[src/rtl/itm_trace_packet_decoder_defines.svh]
// ----------------------------------------------------------------------------
// itm trace packet decoder assertion macros
// shared property shorthands for the decoder checks
// ----------------------------------------------------------------------------
`ifndef ITM_TRACE_PACKET_DECODER_DEFINES_SVH
`define ITM_TRACE_PACKET_DECODER_DEFINES_SVH

// same-cycle implication, disabled during reset
`define ITM_ASSERT_SAME(label, ante, cons, msg) \
   label: assert property (@(posedge clock) disable iff (reset) (ante) |-> (cons)) \
      else $error(msg);

// next-cycle implication, disabled during reset
`define ITM_ASSERT_NEXT(label, ante, cons, msg) \
   label: assert property (@(posedge clock) disable iff (reset) (ante) |=> (cons)) \
      else $error(msg);

`endif

[src/rtl/itmtpd_pkg.sv]
// ----------------------------------------------------------------------------
// itm trace packet decoder package
// record layout, packet kinds, header codes and header classification
// ----------------------------------------------------------------------------
`default_nettype none

package itmtpd_pkg;

   // field widths
   localparam int unsigned BYTE_W  = 8;
   localparam int unsigned MASK_W  = 32;
   localparam int unsigned VALUE_W = 42;
   localparam int unsigned TS_BITS = 7;

   // header codes
   localparam logic [7:0] OVERFLOW_HDR  = 8'h70;
   localparam logic [7:0] GTS_HDR_MASK  = 8'hDF;
   localparam logic [7:0] GTS_HDR_CODE  = 8'h94;
   localparam logic [7:0] LTS_SHORT_MSK = 8'h8F;
   localparam logic [7:0] PC_SLEEP_BYTE = 8'h00;
   localparam logic [7:0] PC_DENY_BYTE  = 8'hFF;

   // hardware source discriminators
   localparam logic [4:0] SRC_EVENT     = 5'd0;
   localparam logic [4:0] SRC_EXCEPTION = 5'd1;
   localparam logic [4:0] SRC_PC        = 5'd2;
   localparam logic [4:0] SRC_WATCH_LO  = 5'd8;
   localparam logic [4:0] SRC_WATCH_HI  = 5'd23;

   // global ts1 byte that carries the wrap and clock bits
   localparam logic [2:0] GTS1_META_BYTE = 3'd3;
   // last timestamp continuation byte position
   localparam logic [2:0] TS_LAST_BYTE   = 3'd5;

   typedef enum logic [3:0] {
      KIND_STIMULUS  = 4'd0,
      KIND_OVERFLOW  = 4'd1,
      KIND_LOCAL_TS  = 4'd2,
      KIND_GLOBAL_TS1 = 4'd3,
      KIND_GLOBAL_TS2 = 4'd4,
      KIND_PC        = 4'd5,
      KIND_SLEEP     = 4'd6,
      KIND_DENIED    = 4'd7,
      KIND_EVENT     = 4'd8,
      KIND_EXCEPTION = 4'd9,
      KIND_WATCH     = 4'd10
   } packet_kind_type;

   typedef enum logic [1:0] {
      FRAME_SINGLE   = 2'd0,
      FRAME_FIXED    = 2'd1,
      FRAME_VARIABLE = 2'd2
   } frame_type;

   typedef struct packed {
      logic [3:0]         packet_kind;
      logic [4:0]         port;
      logic [1:0]         comparator;
      logic [1:0]         watch_kind;
      logic [3:0]         exc_event;
      logic [VALUE_W-1:0] value;
      logic [2:0]         byte_count;
      logic [1:0]         stamp_meta;
   } result_type;

   // global timestamp header, either kind
   function automatic logic is_gts(input logic [7:0] h);
      return (h & GTS_HDR_MASK) == GTS_HDR_CODE;
   endfunction

   // framing class from the header byte
   function automatic frame_type frame_class(input logic [7:0] h);
      logic long_lts;
      long_lts = (h[3:0] == 4'd0) && (h[7:6] == 2'b11);
      if (h[1:0] != 2'd0) begin
         return FRAME_FIXED;
      end else if (long_lts || is_gts(h)) begin
         return FRAME_VARIABLE;
      end else begin
         return FRAME_SINGLE;
      end
   endfunction

   // payload length of a fixed frame: 1, 2 or 4 bytes
   function automatic logic [2:0] fixed_payload_bytes(input logic [1:0] lo);
      logic [2:0] len;
      case (lo)
         2'd1:    len = 3'd1;
         2'd2:    len = 3'd2;
         2'd3:    len = 3'd4;
         default: len = 3'd0;
      endcase
      return len;
   endfunction

endpackage

`default_nettype wire

[src/rtl/itm_trace_packet_decoder.sv]
// ----------------------------------------------------------------------------
// itm trace packet decoder
// frames an itm/dwt trace byte stream and emits at most one record per packet
// ----------------------------------------------------------------------------
//  channel | direction | handshake            | payload
//  req     | in        | req_valid/req_ready  | req_in_byte
//  rsp     | out       | rsp_valid/rsp_ready  | rsp_packet_kind .. rsp_stamp_meta
//  csr     | in        | csr_valid/csr_ready  | csr_stimulus_port_mask
//
//  one trace byte per cycle unless a full result register is not drained; a
//  record is held in the single result register from the cycle after its last byte.
//  the result register is the only stage, so a byte is taken whenever that
//  register is empty or is being drained in the same cycle.
//  reset (synchronous) clears framing state, the port mask and the result valid flag.
//  csr writes are always taken.
// ----------------------------------------------------------------------------
`default_nettype none
`include "itm_trace_packet_decoder_defines.svh"

module itm_trace_packet_decoder
   import itmtpd_pkg::*;
(
   input  wire logic               clock,
   input  wire logic               reset,
   // trace byte input
   input  wire logic               req_valid,
   output      logic               req_ready,
   input  wire logic [BYTE_W-1:0]  req_in_byte,
   // packet records
   output      logic               rsp_valid,
   input  wire logic               rsp_ready,
   output      logic [3:0]         rsp_packet_kind,
   output      logic [4:0]         rsp_port,
   output      logic [1:0]         rsp_comparator,
   output      logic [1:0]         rsp_watch_kind,
   output      logic [3:0]         rsp_exc_event,
   output      logic [VALUE_W-1:0] rsp_value,
   output      logic [2:0]         rsp_byte_count,
   output      logic [1:0]         rsp_stamp_meta,
   // stimulus port mask register
   input  wire logic               csr_valid,
   output      logic               csr_ready,
   input  wire logic [MASK_W-1:0]  csr_stimulus_port_mask
);

   // registers
   logic [MASK_W-1:0]  mask_ff;
   logic [7:0]         frame_header_ff, frame_header_in;
   logic               frame_busy_ff, frame_busy_in;
   logic [2:0]         bytes_taken_ff, bytes_taken_in;
   logic [VALUE_W-1:0] accum_value_ff, accum_value_in;
   logic [1:0]         accum_meta_ff, accum_meta_in;
   result_type         rsp_ff;
   logic               rsp_valid_ff, rsp_valid_in;

   logic       req_fire;
   logic       res_valid;
   result_type res;

   // decode helpers
   logic [7:0]  b;
   logic [4:0]  src;
   frame_type   cur_class;
   logic [31:0] pay;
   logic [2:0]  count_next;
   logic [2:0]  plen;
   logic        hdr_gts;
   logic        hdr_gts2;
   logic        meta_byte;
   logic [6:0]  ts_bits;
   logic [VALUE_W-1:0] ts_ins;

   // check terms
   logic        fixed_busy;
   logic        ts_cap_fire;
   logic        exc_out;

   assign req_ready = !rsp_valid_ff || rsp_ready;
   assign req_fire  = req_valid && req_ready;
   assign csr_ready = 1'b1;

   assign b          = req_in_byte;
   assign src        = frame_header_ff[7:3];
   assign cur_class  = frame_class(frame_header_ff);
   assign count_next = bytes_taken_ff + 3'd1;
   assign plen       = fixed_payload_bytes(frame_header_ff[1:0]);
   assign hdr_gts    = is_gts(frame_header_ff);
   assign hdr_gts2   = hdr_gts && frame_header_ff[5];
   assign meta_byte  = hdr_gts && !hdr_gts2 && (bytes_taken_ff == GTS1_META_BYTE);

   // fixed payload byte lands at its little-endian lane
   always_comb begin
      pay = accum_value_ff[31:0];
      case (bytes_taken_ff[1:0])
         2'd0:    pay[7:0]   = pay[7:0]   | b;
         2'd1:    pay[15:8]  = pay[15:8]  | b;
         2'd2:    pay[23:16] = pay[23:16] | b;
         2'd3:    pay[31:24] = pay[31:24] | b;
         default: pay = accum_value_ff[31:0];
      endcase
   end

   // timestamp continuation bits at 7-bit position
   assign ts_bits = meta_byte ? {2'b00, b[4:0]} : b[6:0];
   always_comb begin
      case (bytes_taken_ff)
         3'd0:    ts_ins = {35'd0, ts_bits};
         3'd1:    ts_ins = {28'd0, ts_bits, 7'd0};
         3'd2:    ts_ins = {21'd0, ts_bits, 14'd0};
         3'd3:    ts_ins = {14'd0, ts_bits, 21'd0};
         3'd4:    ts_ins = {7'd0, ts_bits, 28'd0};
         3'd5:    ts_ins = {ts_bits, 35'd0};
         default: ts_ins = '0;
      endcase
   end

   // framing and record decode
   always_comb begin
      frame_header_in = frame_header_ff;
      frame_busy_in   = frame_busy_ff;
      bytes_taken_in  = bytes_taken_ff;
      accum_value_in  = accum_value_ff;
      accum_meta_in   = accum_meta_ff;
      res             = '0;
      res_valid       = 1'b0;
      if (req_fire) begin
         if (!frame_busy_ff) begin
            // header byte
            frame_header_in = b;
            bytes_taken_in  = 3'd0;
            accum_value_in  = '0;
            accum_meta_in   = 2'd0;
            case (frame_class(b))
               FRAME_SINGLE: begin
                  if (b == OVERFLOW_HDR) begin
                     res.packet_kind = KIND_OVERFLOW;
                     res_valid       = 1'b1;
                  end else if (((b & LTS_SHORT_MSK) == 8'd0) && (b != 8'd0)) begin
                     res.packet_kind = KIND_LOCAL_TS;
                     res.value       = {{(VALUE_W-3){1'b0}}, b[6:4]};
                     res_valid       = 1'b1;
                  end
               end
               FRAME_VARIABLE: begin
                  if (!is_gts(b)) begin
                     accum_meta_in = b[5:4];
                  end
                  frame_busy_in = 1'b1;
               end
               default: begin
                  frame_busy_in = 1'b1;
               end
            endcase
         end else if (cur_class == FRAME_FIXED) begin
            // fixed-length payload byte
            accum_value_in = {{(VALUE_W-32){1'b0}}, pay};
            bytes_taken_in = count_next;
            if (count_next >= plen) begin
               frame_busy_in      = 1'b0;
               res.port           = src;
               res.value          = {{(VALUE_W-32){1'b0}}, pay};
               res.byte_count     = count_next;
               if (!frame_header_ff[2]) begin
                  res.packet_kind = KIND_STIMULUS;
                  res_valid       = mask_ff[src];
               end else if (src == SRC_PC) begin
                  if (count_next == 3'd4) begin
                     res.packet_kind = KIND_PC;
                     res_valid       = 1'b1;
                  end else if (count_next == 3'd1 && pay[7:0] == PC_SLEEP_BYTE) begin
                     res.packet_kind = KIND_SLEEP;
                     res_valid       = 1'b1;
                  end else if (count_next == 3'd1 && pay[7:0] == PC_DENY_BYTE) begin
                     res.packet_kind = KIND_DENIED;
                     res_valid       = 1'b1;
                  end
               end else if (src == SRC_EVENT) begin
                  res.packet_kind = KIND_EVENT;
                  res_valid       = (count_next == 3'd1);
               end else if (src == SRC_EXCEPTION) begin
                  res.packet_kind = KIND_EXCEPTION;
                  res.exc_event   = pay[15:12];
                  res.value       = {{(VALUE_W-9){1'b0}}, pay[8], pay[7:0]};
                  res_valid       = (count_next == 3'd2);
               end else if (src >= SRC_WATCH_LO && src <= SRC_WATCH_HI) begin
                  res.packet_kind = KIND_WATCH;
                  res.comparator  = src[2:1];
                  res.watch_kind  = {src[4], src[0]};
                  res_valid       = 1'b1;
               end
            end
         end else begin
            // timestamp continuation byte
            accum_value_in = accum_value_ff | ts_ins;
            bytes_taken_in = count_next;
            if (meta_byte) begin
               accum_meta_in = b[6:5];
            end
            if (!b[7] || bytes_taken_ff == TS_LAST_BYTE) begin
               frame_busy_in   = 1'b0;
               res.packet_kind = hdr_gts ? (hdr_gts2 ? KIND_GLOBAL_TS2 : KIND_GLOBAL_TS1)
                                         : KIND_LOCAL_TS;
               res.value       = accum_value_ff | ts_ins;
               res.byte_count  = count_next;
               res.stamp_meta  = meta_byte ? b[6:5] : accum_meta_ff;
               res_valid       = 1'b1;
            end
         end
      end
   end

   // result register occupancy
   always_comb begin
      if (req_fire) begin
         rsp_valid_in = res_valid;
      end else begin
         rsp_valid_in = rsp_valid_ff && !rsp_ready;
      end
   end

   // state and result registers
   always_ff @(posedge clock) begin
      if (reset) begin
         mask_ff         <= '0;
         frame_header_ff <= '0;
         frame_busy_ff   <= 1'b0;
         bytes_taken_ff  <= '0;
         accum_value_ff  <= '0;
         accum_meta_ff   <= '0;
         rsp_valid_ff    <= 1'b0;
      end else begin
         if (csr_valid && csr_ready) begin
            mask_ff <= csr_stimulus_port_mask;
         end
         frame_header_ff <= frame_header_in;
         frame_busy_ff   <= frame_busy_in;
         bytes_taken_ff  <= bytes_taken_in;
         accum_value_ff  <= accum_value_in;
         accum_meta_ff   <= accum_meta_in;
         rsp_valid_ff    <= rsp_valid_in;
      end
   end

   // result payload, loaded on each transfer that yields a record
   always_ff @(posedge clock) begin
      if (req_fire && res_valid) begin
         rsp_ff <= res;
      end
   end

   assign rsp_valid       = rsp_valid_ff;
   assign rsp_packet_kind = rsp_ff.packet_kind;
   assign rsp_port        = rsp_ff.port;
   assign rsp_comparator  = rsp_ff.comparator;
   assign rsp_watch_kind  = rsp_ff.watch_kind;
   assign rsp_exc_event   = rsp_ff.exc_event;
   assign rsp_value       = rsp_ff.value;
   assign rsp_byte_count  = rsp_ff.byte_count;
   assign rsp_stamp_meta  = rsp_ff.stamp_meta;

   // terms used by the checks
   assign fixed_busy  = frame_busy_ff && (cur_class == FRAME_FIXED);
   assign ts_cap_fire = req_fire && frame_busy_ff && (cur_class == FRAME_VARIABLE) &&
                        (bytes_taken_ff == TS_LAST_BYTE);
   assign exc_out     = rsp_valid_ff && (rsp_ff.packet_kind == KIND_EXCEPTION);

   // checks
   `ITM_ASSERT_SAME(a_fixed_count, fixed_busy, bytes_taken_ff < 3'd4, "fixed count too high")
   `ITM_ASSERT_SAME(a_ts_count, frame_busy_ff, bytes_taken_ff <= TS_LAST_BYTE, "count past cap")
   `ITM_ASSERT_NEXT(a_ts_cap, ts_cap_fire, !frame_busy_ff, "timestamp frame open past cap")
   `ITM_ASSERT_SAME(a_exc_width, exc_out, rsp_ff.value[VALUE_W-1:9] == '0, "exception too wide")

endmodule

`default_nettype wire
[config.mk]
export PLATFORM = sky130hd
export DESIGN_NAME = itm_trace_packet_decoder
export DESIGN_NICKNAME = d
export VERILOG_FILES = /design/src/rtl/itmtpd_pkg.sv /design/src/rtl/itm_trace_packet_decoder.sv
export VERILOG_INCLUDE_DIRS = /design/src /design/src/rtl
export SDC_FILE = /design/constraint.sdc
export NUM_CORES = 1
export LEC_CHECK = 0
export ABC_AREA = 1
export BUFFER_PORTS_ARGS = -buffer_cell sky130_fd_sc_hd__buf_2
export CORE_AREA = 2 2 109 164
export CTS_CLUSTER_DIAMETER = 40
export DETAILED_ROUTE_END_ITERATION = 12
export DIE_AREA = 0 0 111 166
export PLACE_DENSITY = 0.7
export SETUP_SLACK_MARGIN = 0.4
export SLEW_MARGIN = 20
export SYNTH_ARGS = -nofsm -noshare
export SYNTH_HDL_FRONTEND = slang
export SYNTH_SLANG_ARGS = --single-unit
[constraint.sdc]
create_clock -name clock -period 4.3 [get_ports clock]
set_input_delay 0.215 -clock clock [delete_from_list [all_inputs] [get_ports clock]]
set_output_delay 0.215 -clock clock [all_outputs]
set_load 0.1 [all_outputs]
# ---- Yosys cells after proc, flatten, opt, wreduce, memory -nomap -nowiden
# Index checks and enable logic that the tools add are counted.
dict set report totals {
  inputBits 45
  out_inout_bits 67
  ram_bits 0
  memories 0
  ff_bits 153
  rom_bits 0
  latch_bits 0
}
dict set report classes {
  div 0
  shift 0
  reduce_logical 38
  addsub 1
  n_eq_ne 25
  n_mux 74
  multipliers 0
  magnitude_cmp 4
  bitwise 13
}
# operator n
set ops {}
lappend ops {{one-hot mux 42 bit (6 select lines)} 1}
lappend ops {{two-way mux 50 bit} 3}
lappend ops {{two-way mux 42 bit} 3}
lappend ops {{two-way mux 62 bit} 1}
lappend ops {{two-way mux 47 bit} 1}
lappend ops {{two-way mux 46 bit} 1}
lappend ops {{two-way mux 45 bit} 1}
lappend ops {{OR 42 bit} 1}
lappend ops {{two-way mux 4 bit} 9}
lappend ops {{two-way mux 8 bit} 4}
lappend ops {{OR 8 bit} 4}
lappend ops {{two-way mux 3 bit} 10}
lappend ops {{two-way mux 2 bit} 14}
lappend ops {{two-way mux 1 bit} 23}
lappend ops {{logical NOT 8 bit} 2}
lappend ops {{equality test 2 bit, second input constant} 7}
lappend ops {{equality test 7 bit, second input constant} 2}
lappend ops {{logical AND 1 bit} 12}
lappend ops {{equality test 3 x 2 -> 1 bit, second input constant} 3}
lappend ops {{equality test 3 bit, second input constant} 3}
lappend ops {{one-hot mux 3 bit (3 select lines)} 1}
lappend ops {{OR reduction 9 bit} 1}
lappend ops {{equality test 8 x 7 -> 1 bit, second input constant} 1}
lappend ops {{equality test 8 bit, second input constant} 1}
lappend ops {{25 further kinds} 46}

# ---- Longest topological paths before layout
# Gate-level depths: netlist (run 1).
dict set report logic_depth {
  depth_word 14
  depth_mapped 16
}

# ---- Worst setup path before layout (run 1)
# Ideal clock, no wire load.
dict set report synth_timing {
  path_kind {register to register}
  from {reg rsp_valid_ff (netlist: rsp_valid)}
  to {reg rsp_ff (netlist bit rsp_byte_count[0]) (enable)}
  setup_ns 0.691
  path_stages_with_launch 8
  slack_ns -0.024
  arrival_ns 3.633
  synth_period_minus_slack_ns 4.324
  cell_sequence {dfxtp_1 nand2_1 nand2_1 nor2_1 inv_2 nor2_2 a22oi_1 nand2_1}
}
dict set report synth_between {
  elab_chain_cells 5
}
# element line_no
set synth_rtl {}
lappend synth_rtl {{from (decl)} itm_trace_packet_decoder.sv:54} ;# logic rsp_valid_ff, rsp_valid_in;
lappend synth_rtl {{from (signal assigned)} itm_trace_packet_decoder.sv:240} ;# rsp_valid_ff <= rsp_valid_in;
lappend synth_rtl {{logical NOT 1 bit (*)} itm_trace_packet_decoder.sv:78} ;# assign req_ready = !rsp_valid_ff || rsp_ready;
lappend synth_rtl {{logical OR 1 bit (*)} itm_trace_packet_decoder.sv:78}
lappend synth_rtl {{net req_ready} itm_trace_packet_decoder.sv:27} ;# output logic req_ready,
lappend synth_rtl {{logical AND 1 bit (*)} itm_trace_packet_decoder.sv:79} ;# assign req_fire = req_valid && req_ready;
lappend synth_rtl {{two-way mux 1 bit} itm_trace_packet_decoder.sv:126} ;# if (req_fire) begin
lappend synth_rtl {{logical AND 1 bit (*)} itm_trace_packet_decoder.sv:246} ;# if (req_fire && res_valid) begin
lappend synth_rtl {{to (signal assigned)} itm_trace_packet_decoder.sv:247} ;# rsp_ff <= res;
lappend synth_rtl {{to (decl)} itm_trace_packet_decoder.sv:53} ;# result_type rsp_ff;
# Mark *: on every way through the listed nets, which the timed path passes. The rest lies on a longest branch.
# A chain may end at the register's enable or synchronous reset.

# ---- Worst setup path after layout (run 1)
dict set report layout_timing {
  from {reg bytes_taken_ff[0]}
  to {reg rsp_ff (netlist bit rsp_value[18]) (enable)}
}
dict set report layout_between {
  elab_chain_cells 14
  word_cells_on_any_way 26
  cone_classes {add/sub: 1; order compare: 1; eq/ne: 5; mux: 13; reduce/logical: 6}
}
# element line_no
set layout_rtl {}
lappend layout_rtl {{from (decl)} itm_trace_packet_decoder.sv:50} ;# logic [2:0] bytes_taken_ff, bytes_taken_in;
lappend layout_rtl {{from (signal assigned)} itm_trace_packet_decoder.sv:237} ;# bytes_taken_ff <= bytes_taken_in;
lappend layout_rtl {{branches (longest 10 deep; another with adder 3 x 1 -> 3 bit)} n/a}
lappend layout_rtl {{two-way mux 1 bit (*)} itm_trace_packet_decoder.sv:154} ;# end else if (cur_class == FRAME_FIXED) begin
lappend layout_rtl {{two-way mux 1 bit (*)} itm_trace_packet_decoder.sv:127} ;# if (!frame_busy_ff) begin
lappend layout_rtl {{two-way mux 1 bit (*)} itm_trace_packet_decoder.sv:126}
lappend layout_rtl {{logical AND 1 bit (*)} itm_trace_packet_decoder.sv:246}
# Every way passes the cells marked *.

==> summary.txt, run 1 <==
Run status = complete, no violations
Slew at the pin closest to its max-slew limit = 1.032 ns
Combinational cell fraction of total power = 0.158
Sum of negative setup slack = 0 ns
Pin count of the biggest net entering global routing = 49
Net count after synthesis = 1,019
Reg power frac = 0.432
Violation count after the first detailed-route iteration = 614
Total internal power = 2.531 mW
Switching share of power = 0.3226
Final Max Slew Viols = 0
Worst setup timing slack at the placement stage = 1.385 ns
CTS Hold Buffers Added = 0
Via count of the first global-routing pass = 6,652
Root buffer cell = sky130_fd_sc_hd__clkbuf_16
Initial antenna violation count = 0
Clock Path Buffers = 2
Ys async rst share = 0
Router iterations before antenna repair = 5
Per-instance average area after synthesis = 7.787 µm²
Clock-pin slew on the worst setup and hold paths = 0.07 ns
TritonCTS clock tree = built
Antenna diode count = 0
Clock network power share = 0.409
Critical Path RT = 4.38 ns
Sum of overflow across all layers after global routing = 0
Detailed Place HPWL = 14,810 µm
Slew HR = 0.3097
Leakage Power = 3.608 nW
Maximum achievable frequency = 341.3 MHz
Setup slack after layout = 1.370 ns
Die extent in x = 111 µm
Num ports = 112
Sequential fraction of the synthesis area = 0.4939
Number of standard-cell rows in the floorplan = 59
Total global routing track utilization = 0.2302
Number of warnings issued by yosys = 0
Filler Cells Inserted = 1,657
Unrepaired setup endpoints after global routing = false
Synthesis-to-layout area growth = 15.94%
Worst hold-check path type = input port to register
Worst Path Arrival = 3.01 ns
Max rail drop VDD = 213.5 µV
Type of element launching the critical path = register
Placer congestion estimate = 0.9547
Total number of H-tree levels = 4
Setup violators final = 0
Per-cell routed wire length = 16.85 µm
Maximum capacitance violations = 0
Multi-input gate area = 3158 µm²
Capturing element type of the critical path = register
Synthesized area = 7498 µm²
Die Y = 166 µm
DRC = 0
Most instantiated flip-flop cell in the synthesis netlist = sky130_fd_sc_hd__dfxtp_1
Synthesized instance count = 963
Peak fanout along the critical path = 33
Final hold violations = 0
Remaining antenna violation count = 0
Final #Nets = 1,101
Area of the core = 17,050 µm²
Storage element area = 3704 µm²
Net switching component of the power = 1.205 mW
Fraction of final layout cells with drive strength greater than 1 = 0.1711
Clock buffers created by TritonCTS = 17
Start-to-end type of the worst setup path = register to register
Post-synth cell types = 41
P per Cell Area = 429.8 nW/µm²
Starting density of the core = 0.4397
Total via count after detailed routing = 6,767
Flops & latches, synth = 153
Period utilisation layout = 0.6813
Post-CTS Setup Repair Bufs = 0
Clock tree skew after final layout = 0.01327 ns
Final worst path period need = 2.930 ns
PostCTS Resize Cnt = 0
Die footprint = 18,430 µm²
Worst-Skew Late Latency = 0.43 ns
Via-per-instance ratio = 5.324
Global-route wire length before repair = 33,750 µm
Clock net sink count = 153
Number of synthesized flops with an enable pin = 64
Quantity of I/O buffers inserted on ports = 110
Sum of routed wire length over all layers = 21,410 µm
[worst paths after layout]
| kind | from | end | slack (ns) | cells after the start |
|---|---|---|---|---|
| setup reg to reg | bytes_taken_ff[0] | rsp_value[18] | 1.37 | 11 |
| hold / removal | csr_stimulus_port_mask[29] | mask_ff[29] | 0.009 | 3 |
| setup / recovery | bytes_taken_ff[0] | rsp_value[18] | 1.37 | 11 |
| hold reg to reg | mask_ff[22] | mask_ff[22] | 0.46 | 2 |
[flip-flops by register name, indices dropped and copies added (netlist names)]
name	cells
mask_ff	32
accum_value_ff	42
rsp_port	5
rsp_value	42
rsp_packet_kind	4
rsp_comparator	2
bytes_taken_ff	3
rsp_exc_event	4
accum_meta_ff	2
frame_header_ff	8
frame_busy_ff	1
rsp_stamp_meta	2
rsp_byte_count	3
rsp_valid	1
rsp_watch_kind	2
[worst max-delay path: stages (launching register included)]
cell                      delay (ns)
sky130_fd_sc_hd__dfxtp_1        0.38
sky130_fd_sc_hd__ha_1           0.35
sky130_fd_sc_hd__ha_1           0.36
sky130_fd_sc_hd__inv_1          0.07
sky130_fd_sc_hd__ha_1           0.27
sky130_fd_sc_hd__inv_1          0.03
sky130_fd_sc_hd__nor2_1         0.12
sky130_fd_sc_hd__o21ai_2        0.13
sky130_fd_sc_hd__nor2_4         0.22
sky130_fd_sc_hd__nand3_1        0.15
sky130_fd_sc_hd__nand2_2        0.09
sky130_fd_sc_hd__buf_4          0.38
[cell usage after synthesis (3+ instances only)]
cell type,n,share of area
sky130_fd_sc_hd__dfxtp_1,89,0.24
sky130_fd_sc_hd__nor3_1,9,0.0060
sky130_fd_sc_hd__buf_1,7,0.0035
sky130_fd_sc_hd__clkbuf_1,24,0.012
sky130_fd_sc_hd__o21ai_1,10,0.0067
sky130_fd_sc_hd__o21ai_0,83,0.055
sky130_fd_sc_hd__inv_1,87,0.044
sky130_fd_sc_hd__nand3b_1,4,0.0040
sky130_fd_sc_hd__edfxtp_1,64,0.26
sky130_fd_sc_hd__nand2_1,174,0.087
sky130_fd_sc_hd__buf_6,4,0.0060
sky130_fd_sc_hd__ha_1,11,0.018
sky130_fd_sc_hd__nand2_2,6,0.0050
sky130_fd_sc_hd__o21bai_1,13,0.013
sky130_fd_sc_hd__nor2_1,126,0.063
sky130_fd_sc_hd__nor2_2,3,0.0025
sky130_fd_sc_hd__inv_2,12,0.0060
sky130_fd_sc_hd__o211ai_1,8,0.0080
sky130_fd_sc_hd__nand3_1,40,0.027
sky130_fd_sc_hd__buf_4,5,0.0050
sky130_fd_sc_hd__o22ai_1,3,0.0025
sky130_fd_sc_hd__buf_2,13,0.0087
sky130_fd_sc_hd__o21ai_2,3,0.0035
sky130_fd_sc_hd__o31ai_1,5,0.0050
sky130_fd_sc_hd__a21oi_1,141,0.094
[cell families after synthesis]
| group | after synthesis | synth area share |
|---|---|---|
| other | 1 | 0.0005001 |
| adders and majority gates | 11 | 0.01835 |
| buffers and inverters | 153 | 0.08527 |
| DFF | 153 | 0.4939 |
| xor gates and xnor gates | 1 | 0.001168 |
| and+or+nand+nor | 372 | 0.2066 |
| AOI/OAI and AO/OA | 272 | 0.1942 |
[per-stage QoR]
| stage | util | total power [mW] | instance area (µm²) | std cells | hold slack, ns |
|---|---|---|---|---|---|
| after floorplan | - | 2.099 | 7501 | 963 | 0.3499 |
| after global placement | 0.4749 | 2.234 | 8099 | 1239 | 0.4408 |
| after detailed placement | 0.4749 | 2.236 | 8099 | 1239 | 0.4480 |
| after CTS | 0.5098 | 3.750 | 8693 | 1271 | 0.004815 |
| after global routing | 0.5098 | 3.865 | 8693 | 1271 | 0.01895 |
| final | 0.5098 | 3.736 | 8693 | 1271 | 0.009279 |
[layout make-up]
type | instances | area share
Clock buffer | 17 | 0.04893
Clock inverter | 15 | 0.01943
Inverter | 100 | 0.04318
Multi-Input combinational cell | 657 | 0.3633
Sequential cell | 153 | 0.4260
Tap cell | 213 | 0.03066
Timing Repair Buffer | 116 | 0.06851
[metal layers]
metal | wire length, µm | global-route usage
met1 | 8480 | 0.2635
met2 | 11100 | 0.4124
met3 | 914 | 0.03431
met4 | 915 | 0.1201
met5 | 0 | 0
[cells in the final DEF, fill, tap and decap left out, drive strengths merged]
master,Yosys,final
or3,1,1
a21oi,141,141
nand3b,4,4
ha,11,11
nand4,3,3
o21bai,13,13
o32ai,1,1
clkinv,1,3
o31ai,5,5
xnor2,1,1
a31oi,2,2
a22oi,1,1
a211oi,1,1
o211ai,8,8
edfxtp,64,64
inv,99,111
dfxtp,89,89
o22ai,3,3
a311oi,1,1
nand2,181,181
clkbuf,24,17
buf,29,116
nor4,1,1
conb,1,1
o21ai,96,96
bufinv,0,1
nand3,41,41
nor3,10,10
nor2,131,131
[power groups by stage]
stage          clock, mW  sequential (mW)  combinational [mW]
2_1_floorplan          0             1.79               0.305
3_3_place_gp           0             1.65               0.588
3_5_place_dp           0             1.65               0.589
4_1_cts             1.54             1.61               0.591
5_1_grt             1.60             1.62               0.642
6_report            1.53             1.61               0.592
No activity file was read; power rests on OpenSTA's default activity.
==> run 2, diff against run 1 <==
Clock period 4.3 ns to 3 ns, I/O delays scaled along.
==> run 2 against run 1 <==
Via count is 3.7% higher. Wire length is 3.1% higher. Fmax is 18% higher. Sequential share of layout area is 2.0 points lower. Combinational power is 58% higher. Utilization is 2.5 points higher. Clock skew is 0.0037 ns higher. Final area is 5.0% higher. Cell count is 3.0% higher. Global-route usage is 0.62 points higher. Critical path type unchanged. Largest cell class unchanged.
==> summary.txt, run 2 (same netlist as run 1, synthesis figures left out) <==
Kind of cell with the highest combined delay on the critical path = adder cells
Sum of overflow across all layers after global routing = 0
Number of stages on the worst setup path = 11
Synthesis-to-layout area growth = 21.73%
Clock tree skew after final layout = 0.01701 ns
Min Hold Slack = 0.01670 ns
TritonCTS clock tree = built
Run status = complete, no violations
Slew HR = 0.5636
Critical path, cell by cell = inv_1 > ha_2 > ha_1 > a21oi_1 > nor2_1 > o21ai_2 > buf_4 > nor2_4 > buf_12 > a21oi_1 > nor2_1
Setup slack, reg-to-reg = 0.51 ns
Via-per-instance ratio = 5.363
Most frequent standard cell in the layout excluding fill and tap cells = sky130_fd_sc_hd__nand2_1
Leakage Power = 3.803 nW
Clock buffers created by TritonCTS = 17
Critical hold path startpoint = csr_stimulus_port_mask[4]
Area of the core = 17,050 µm²
Storage element area = 3706 µm²
Sum of routed wire length over all layers = 22,080 µm
Total global routing track utilization = 0.2363
Detailed Place HPWL = 15,070 µm
Final #Nets = 1,139
Maximum achievable frequency = 401.5 MHz
Die extent in x = 111 µm
Unrepaired setup endpoints after global routing = true
Maximum capacitance violations = 0
Cell area after placement = 8289 µm²
DRC = 0
Capturing element type of the critical path = register
Slowest stage delay, CP = 0.43 ns
Critical path launch point = bytes_taken_ff[1]
Critical path buffers and inverters = 3
Worst-Skew Late Latency = 0.43 ns
Startpoint of the worst-slack reg-to-reg timing path = bytes_taken_ff[1]
Final worst path period need = 2.490 ns
Worst hold-check path type = input port to register
Critical Path RT = 3.16 ns
Pin count of the biggest net entering global routing = 47
Peak fanout along the critical path = 16
Final design area excluding fillers = 9128 µm²
Clock-pin slew on the worst setup and hold paths = 0.06 ns
Type of element launching the critical path = register
Per-cell routed wire length = 16.86 µm
Worst R2R End = rsp_value[24]
Router iterations before antenna repair = 6
Via count of the first global-routing pass = 6,683
Period utilisation layout = 0.8302
Die footprint = 18,430 µm²
Setup violators final = 0
Total number of H-tree levels = 4
Number of standard-cell rows in the floorplan = 59
Depth of the worst register-to-register path = 11
Clock net sink count = 153
Sum of negative setup slack = 0 ns
Violation count after the first detailed-route iteration = 493
Clock Path Buffers = 2
Fraction of final layout cells with drive strength greater than 1 = 0.1889
Filler Cells Inserted = 1,621
Top library cells by usage in the layout, fill and taps aside = sky130_fd_sc_hd__nand2_1 (172), sky130_fd_sc_hd__a21oi_1 (141), sky130_fd_sc_hd__nor2_1 (126), sky130_fd_sc_hd__buf_2 (110), sky130_fd_sc_hd__dfxtp_1 (87)
Global-route wire length before repair = 34,610 µm
Total via count after detailed routing = 7,020
Starting density of the core = 0.4397
Placer congestion estimate = 0.9974
Max rail drop VDD = 341.4 µV
Worst Path Arrival = 2.65 ns
Antenna diode count = 0
Critical Path End = rsp_value[24]
Num ports = 112
P per Cell Area = 592.2 nW/µm²
Start-to-end type of the worst setup path = register to register
Cell with the largest stage delay on the worst path = sky130_fd_sc_hd__dfxtp_1
Quantity of I/O buffers inserted on ports = 110
Slew at the pin closest to its max-slew limit = 0.6539 ns
Final Max Slew Viols = 0
Die Y = 166 µm
Multi-input gate area = 3207 µm²
Final hold violations = 0
Initial antenna violation count = 0
Root buffer cell = sky130_fd_sc_hd__clkbuf_16
Remaining antenna violation count = 0
-- run 2: cell type report --
| type | count | share of cell area |
|---|---|---|
| sequential | 153 | 0.4060 |
| multi-input combinational | 657 | 0.3513 |
| timing repair buffer | 154 | 0.1058 |
| clock buffer | 23 | 0.05840 |
| inverter | 100 | 0.04140 |
| tap | 213 | 0.02920 |
| clock inverter | 9 | 0.007814 |
-- run 2: power by group --
part           total [mW]  internal, mW  leakage (nW)  switching (mW)
Sequential           2.31          2.26          1.33          0.0488
Combinational       0.936         0.232          2.18           0.703
Clock                2.16          1.27         0.296           0.893
Total                5.41          3.76          3.80            1.65
-- run 2: how the worst min path moves through the flow --
stage,endpoint,slack [ns],cells after the start
floorplan,mask_ff[10],0.28,2
global placement,mask_ff[8],0.38,3
detailed placement,mask_ff[28],0.39,3
CTS,mask_ff[19],0.005,3
global route,mask_ff[19],0.03,3
finish,mask_ff[4],0.02,3
-- run 2: repair_timing --
action,4_1_cts,5_1_grt
pin swaps,2,2
setup buffers,2,1
gates resized for setup,3,7
hold buffers,16,0
endpoints found under the setup margin,67,92
gates cloned,0,0
endpoints found under the hold margin,16,0
-- run 2: worst register-to-register path: cells and delay by family (launching register included) --
family | cells | cell delay (ns)
buffers and inverters | 3 | 0.47
and+or+nand+nor | 3 | 0.18
AOI/OAI and AO/OA | 3 | 0.55
adders and majority gates | 2 | 0.58
DFF | 1 | 0.43
-- run 2: per-stage QoR --
step | total power [mW] | utilization | instances | setup WS (ns)
final | 5.405 | 0.5353 | 1309 | 0.5095
after global routing | 5.581 | 0.5353 | 1309 | 0.3919
after CTS | 5.403 | 0.5327 | 1308 | 0.4352
after detailed placement | 3.240 | 0.4861 | 1258 | 0.1875
after global placement | 3.237 | 0.4861 | 1258 | 0.2505
after floorplan | 3.011 | - | 963 | 0.4127
-- run 2: routing by layer --
| layer | up-vias | global-route usage | routed length, µm |
|---|---|---|---|
| met5 | - | 0 | 0 |
| met4 | 0 | 0.1332 | 1204 |
| met3 | 79 | 0.03577 | 1156 |
| met2 | 272 | 0.4185 | 11130 |
| met1 | 3227 | 0.2704 | 8580 |
| li1 | 3442 | - | - |
